[src/design/btcs_pkg.sv]
// Shared types and constants for the triangle coverage and shading pipeline.
`default_nettype none

package btcs_pkg;

    // Register indexes of the configuration port.
    typedef enum logic [2:0] {
        REG_VERTEX_A_POS = 3'd0,
        REG_VERTEX_B_POS = 3'd1,
        REG_VERTEX_C_POS = 3'd2,
        REG_COLOR_A      = 3'd3,
        REG_COLOR_B      = 3'd4,
        REG_COLOR_C      = 3'd5
    } t_cfg_idx;

    localparam int CFG_IDX_BITS = 3;
    localparam int CFG_DATA_BITS = 32;
    localparam int HALF_BITS = 16;
    localparam int CH_BITS = 8;
    localparam int NUM_CH = 3;
    localparam int NUM_VERT = 3;
    localparam int QUOT_BITS = CH_BITS;
    localparam logic [CH_BITS-1:0] ALPHA_FULL = 8'hFF;

endpackage

`default_nettype wire

[src/design/btcs_div.sv]
// Pipelined restoring divider: one quotient bit per stage, quotient known to fit in 8 bits.
`default_nettype none

module btcs_div
    import btcs_pkg::*;
#(
    parameter int NUM_W = 48,
    parameter int DEN_W = 39
) (
    input  wire logic                 i_clk,
    input  wire logic                 i_en,
    input  wire logic [NUM_W-1:0]     i_num,
    input  wire logic [DEN_W-1:0]     i_den,
    output logic      [QUOT_BITS-1:0] o_quot
);

    localparam int CMP_W = ((NUM_W > DEN_W + QUOT_BITS) ? NUM_W : DEN_W + QUOT_BITS) + 1;

    logic [NUM_W-1:0]     r_rem [QUOT_BITS-1];
    logic [DEN_W-1:0]     r_den [QUOT_BITS-1];
    logic [QUOT_BITS-1:0] r_quot [QUOT_BITS];

    for (genvar gi = 0; gi < QUOT_BITS; gi++) begin : g_step
        localparam int SH = QUOT_BITS - 1 - gi;

        logic [NUM_W-1:0]     rem_in;
        logic [DEN_W-1:0]     den_in;
        logic [QUOT_BITS-1:0] quot_in;
        logic [CMP_W-1:0]     shifted;
        logic                 ge;
        logic [NUM_W-1:0]     n_rem;
        logic [QUOT_BITS-1:0] n_quot;

        if (gi == 0) begin : g_first
            assign rem_in  = i_num;
            assign den_in  = i_den;
            assign quot_in = '0;
        end else begin : g_next
            assign rem_in  = r_rem[gi-1];
            assign den_in  = r_den[gi-1];
            assign quot_in = r_quot[gi-1];
        end

        always_comb begin
            shifted = CMP_W'(den_in) << SH;
            ge      = CMP_W'(rem_in) >= shifted;
            n_rem   = ge ? NUM_W'(CMP_W'(rem_in) - shifted) : rem_in;
            n_quot  = quot_in;
            n_quot[SH] = ge;
        end

        always_ff @(posedge i_clk) begin
            if (i_en) begin
                r_quot[gi] <= n_quot;
            end
        end

        if (gi < QUOT_BITS - 1) begin : g_carry
            always_ff @(posedge i_clk) begin
                if (i_en) begin
                    r_rem[gi] <= n_rem;
                    r_den[gi] <= den_in;
                end
            end
        end else begin : g_last
            // The final remainder is not needed.
            logic unused_rem;
            assign unused_rem = ^n_rem;
        end
    end

    assign o_quot = r_quot[QUOT_BITS-1];

endmodule

`default_nettype wire

[config.mk]
export PLATFORM = sky130hd
export DESIGN_NAME = btcs_div
export DESIGN_NICKNAME = d
export VERILOG_FILES = /design/src/design/btcs_pkg.sv /design/src/design/btcs_div.sv
export SDC_FILE = /design/constraint.sdc
export NUM_CORES = 1
export LEC_CHECK = 0
export BUFFER_PORTS_ARGS = -buffer_cell sky130_fd_sc_hd__buf_2
export CAP_MARGIN = 25
export CORE_AREA = 2 2 286 288
export DETAILED_ROUTE_END_ITERATION = 12
export DIE_AREA = 0 0 288 290
export GPL_TIMING_DRIVEN = 0
export PLACE_DENSITY_LB_ADDON = 0.3
export SLEW_MARGIN = 30
export SYNTH_ARGS = -nofsm -noshare
export SYNTH_HDL_FRONTEND = slang
export SYNTH_SLANG_ARGS = --single-unit
[constraint.sdc]
create_clock -name i_clk -period 4.5 [get_ports i_clk]
set_input_delay 0.675 -clock i_clk [delete_from_list [all_inputs] [get_ports i_clk]]
set_output_delay 0.675 -clock i_clk [all_outputs]
set_load 0.02 [all_outputs]
Yosys cells after proc, flatten, opt, wreduce, memory -nomap -nowiden. Memories as Yosys holds them, arrays and structs flattened. Cells that the tools add are included.

Bits in registers: 0. Bits in writable memories: 673. Input bits: 89. Output and inout port bits: 8. Word-level logic and storage cells: 27. Memories: 3.

Add/subtract/negate cells: 7. Magnitude comparators: 8. Mux-type cells: 9.

Memories: r_rem (depth 7, bits a word 48, read ports 7, clocked after Yosys merged registers in 0, write ports 7, line btcs_div.sv:19) `logic [NUM_W-1:0] r_rem [QUOT_BITS-1];`; r_den (depth 7, bits a word 39, read ports 7, clocked after Yosys merged registers in 0, write ports 7, line btcs_div.sv:20) `logic [DEN_W-1:0] r_den [QUOT_BITS-1];`; r_quot (depth 8, bits a word 8, read ports 8, clocked after Yosys merged registers in 0, write ports 8, line btcs_div.sv:21) `logic [QUOT_BITS-1:0] r_quot [QUOT_BITS];`.

Operator list (number): $mux 48 (7); $ge 48x39->1 (1); $ge 48x40->1 (1); $ge 48x41->1 (1); $ge 48x42->1 (1); $ge 48x43->1 (1); $ge 48x44->1 (1); $ge 48x45->1 (1); $ge 48x46->1 (1); $sub 48x40->48 (1); $sub 48x41->48 (1); $sub 48x42->48 (1); $sub 48x43->48 (1); $sub 48x44->48 (1); $sub 48x45->48 (1); $sub 48x46->48 (1); $mux 1 (2).

Logic depth before layout (Yosys ltp). An unclocked memory read counts as a cell.

Word-level depth: 3. Gate-level depth with buffers: 15. Mapped depth without buffers: 14.

Least setup slack after synthesis. Ideal clock, no wire load.

Path type: input -> register. Start: in i_num[7]. End: mem r_rem[0][47], data pin. Arrival time: 3.199 ns. Setup slack: 1.042 ns. Stages on the path: 13. Cells stage by stage: inv_1 > ha_1 > fa_1 > nor2b_4 > o31a_1 > o31ai_2 > a21oi_1 > a311o_1 > o2111a_1 > a31o_1 > a221oi_4 > nor2_1 > a211o_1.

RTL lines: start: declaration (line btcs_div.sv:12) `input wire logic [NUM_W-1:0] i_num,`; end: declaration (line btcs_div.sv:19).

==> results.py <==
metrics = {
    "setup_path": {
        "critPathArrivalTime_ns": 4.65,
        "crit_path_end_kind": "register",
        "startpoint_type": "register",
        "path_class": "register to register",
        "worst_ep_required_time_ns": 4.82,
        "crit_fanout": 10,
    },
    "global_route": {
        "grt_antenna_before_repair": 0,
        "globalRouteOverflowTotal": 0,
        "grt_max_degree": 90,
        "grt_pass1_vias": 28140,
        "grt_first_pass_wirelength_um": 145900,
        "grt_use_total": 0.2184,
    },
    "timing": {
        "hold_viol": 0,
        "setup_tns_ns": 0,
        "setup_slack_ns": 0.1707,
        "finalClockSkew_ns": 0.02180,
        "fmaxAchievable_ghz": 0.2310,
        "worst_pin_slew_ns": 0.8876,
        "setup_viol": 0,
        "final_max_slew_viol_count": 0,
        "post-route-period-util": 0.9621,
        "rsz0062_at_grt": "no",
        "min_period_ns": 4.329,
        "slew_headroom": 0.4005,
    },
    "routing": {
        "wl_per_cell_um": 17.62,
        "viasPerCell": 5.549,
        "vias": 28890,
        "first_iter_violations": 1850,
        "finalWirelength_um": 91760,
        "firstDrtPassIters": 5,
        "final_antenna_net_count": 0,
        "remaining_drc_errors": 0,
    },
    "placement": {
        "port_buffers": 96,
        "gp_congestion": 0.9521,
        "hpwl_um": 73080,
        "place_ws_ns": -0.1448,
    },
    "clock_tree": {
        "cts.clk_slew.worst_paths_ns": 0.06,
        "cts_tree": "done",
        "ctsLongestPathBuffers": 3,
        "cts-root-buf": "clkbuf_16",
        "clock_sinks": 645,
        "cts_made_buffers": 70,
        "insertion_delay_ns": 0.62,
        "cts_max_level": 3,
        "post_cts_buffers": 0,
    },
    "power": {
        "vdd_drop_max_mv": 0.3085,
        "power_density_nw_per_um2": 618.1,
        "static-leakage-power_nw": 18.26,
    },
    "synthesis": {
        "synthCells": 3919,
        "syn_nets": 4327,
        "ys_types": 86,
        "syn_area_um2": 40030,
        "synth-async-reset-ratio": 0,
        "ys_seq_area_frac": 0.4839,
        "yosysTopAreaCell": "edfxtp_1",
        "synth_edf_count": 645,
        "ys_seq_elements": 645,
        "ys_warn_count": 0,
        "ys.flop_type": "edfxtp_1",
        "synth_top_area_share": 0.4839,
        "synth_commonest_cells": "edfxtp_1 (645), a21oi_1 (408), inv_1 (380)",
        "netlist_top_cells_area": "edfxtp_1 (48%), ha_1 (9.8%), a21oi_1 (5.1%)",
        "syn_avg_cell_area_um2": 10.21,
        "synth.most_common_cell": "edfxtp_1",
    },
    "floorplanning": {
        "ios": 97,
        "initial_core_util": 0.4994,
        "dieArea_um2": 83520,
        "die_h_um": 290,
        "row_count": 104,
        "fp.coreArea_um2": 80160,
        "die_x_um": 288,
    },
    "layout": {
        "syn2layout_area_growth_pct": 10.83,
        "nFillCells": 7141,
        "nNetsFinal": 4503,
        "n_antenna_cell": 0,
        "drive_gt1_frac": 0.07789,
    },
    "job": {
        "drv_cap": 0,
    },
    "worst_hold_path": {
        "hold_class": "input port to register",
    },
    "outcome": {
        "status": "complete, no violations",
    },
}
## kinds of logic after synthesis
kind of cell	count (synthesis)	synth area share
buffers and inverters	524	0.05001
muxes	49	0.01375
DFF	645	0.4839
and+or+nand+nor	984	0.1169
xor gates and xnor gates	270	0.05908
AOI/OAI and AO/OA	1128	0.1753
adders and majority gates	319	0.1010
## path summary, 6_finish.rpt
| path | to | slack, ns | cells past startpoint | from |
|---|---|---|---|---|
| worst max register to register | r_rem[3][15] | 0.17 | 13 | r_den[2][0] |
| worst min-delay path | r_rem[0][4] | 0.25 | 1 | i_num[4] |
| worst max-delay path | r_rem[3][15] | 0.17 | 13 | r_den[2][0] |
| worst min register to register | r_quot[1][19] | 0.41 | 0 | r_quot[1][11] |
## layout by cell type, fill, tap and decap left out, types with 76 or more instances in the layout
cell      netlist  final
clkbuf_1      108    121
a21oi_1       408    408
inv_1         380    380
buf_2          24    120
xnor2_1       151    151
a21o_1        165    165
nor2_1        275    275
nand2_1       300    300
edfxtp_1      645    645
o21ai_0       230    230
xor2_1        119    119
ha_1          312    312
nand3_1        76     76
## stage by stage
step / utilization / instance area (um2) / instances / hold WS [ns] / total power [mW]
6_report: 0.5535 / 44360 / 5207 / 0.2488 / 27.42
5_1_grt: 0.5535 / 44360 / 5207 / 0.2378 / 29.38
4_1_cts: 0.5533 / 44350 / 5207 / 0.2224 / 27.44
3_5_place_dp: 0.5246 / 42050 / 5083 / 0.4045 / 21.63
3_3_place_gp: 0.5219 / 41830 / 5075 / 0.4002 / 21.63
2_1_floorplan: - / 40030 / 3919 / 0.4003 / 18.71
## layout make-up
| cell class | count | area [um2] | area share |
|---|---|---|---|
| flip-flops and latches | 645 | 19370 | 0.4366 |
| multi-input cells | 2750 | 18680 | 0.4212 |
| clock buffers | 88 | 1904 | 0.04293 |
| inverters | 382 | 1434 | 0.03232 |
| well taps | 1060 | 1326 | 0.02990 |
| repair buffers | 104 | 690.7 | 0.01557 |
| plain buffers | 142 | 570.5 | 0.01286 |
| clock inverters | 36 | 385.4 | 0.008687 |
## power breakdown
part | internal (mW) | switching (mW)
combinational | 5.07 | 6.94
clock | 3.40 | 2.26
sequential | 8.83 | 0.913
## sequential cells by signal (all words and copies together) (netlist names)
| signal | count |
|---|---|
| r_rem | 336 |
| r_quot | 36 |
| r_den | 273 |
## timing repair
item                                    in CTS  in global routing
endpoints found under the setup margin       7                 32
hold buffers                                 0                  0
resized for setup                            3                  2
## critical path, stage by stage (launching register included)
cell	delay [ns]
edfxtp_1	0.42
ha_1	0.23
fa_1	0.41
nor2b_1	0.17
o31a_1	0.17
o21ai_1	0.09
a31oi_1	0.44
a41oi_1	0.33
o21a_1	0.36
a21oi_1	0.38
inv_1	0.32
clkbuf_1	0.41
nand2_1	0.18
o21ai_0	0.10
## routing by layer
metal	vias up	global-route usage	part of all wire
met5	-	0	0
met4	0	0.1144	0.054
met3	221	0.02398	0.037
met2	720	0.3715	0.47
met1	13290	0.2731	0.44
li1	14660	-	-
Power figures use the tool's default switching activity.
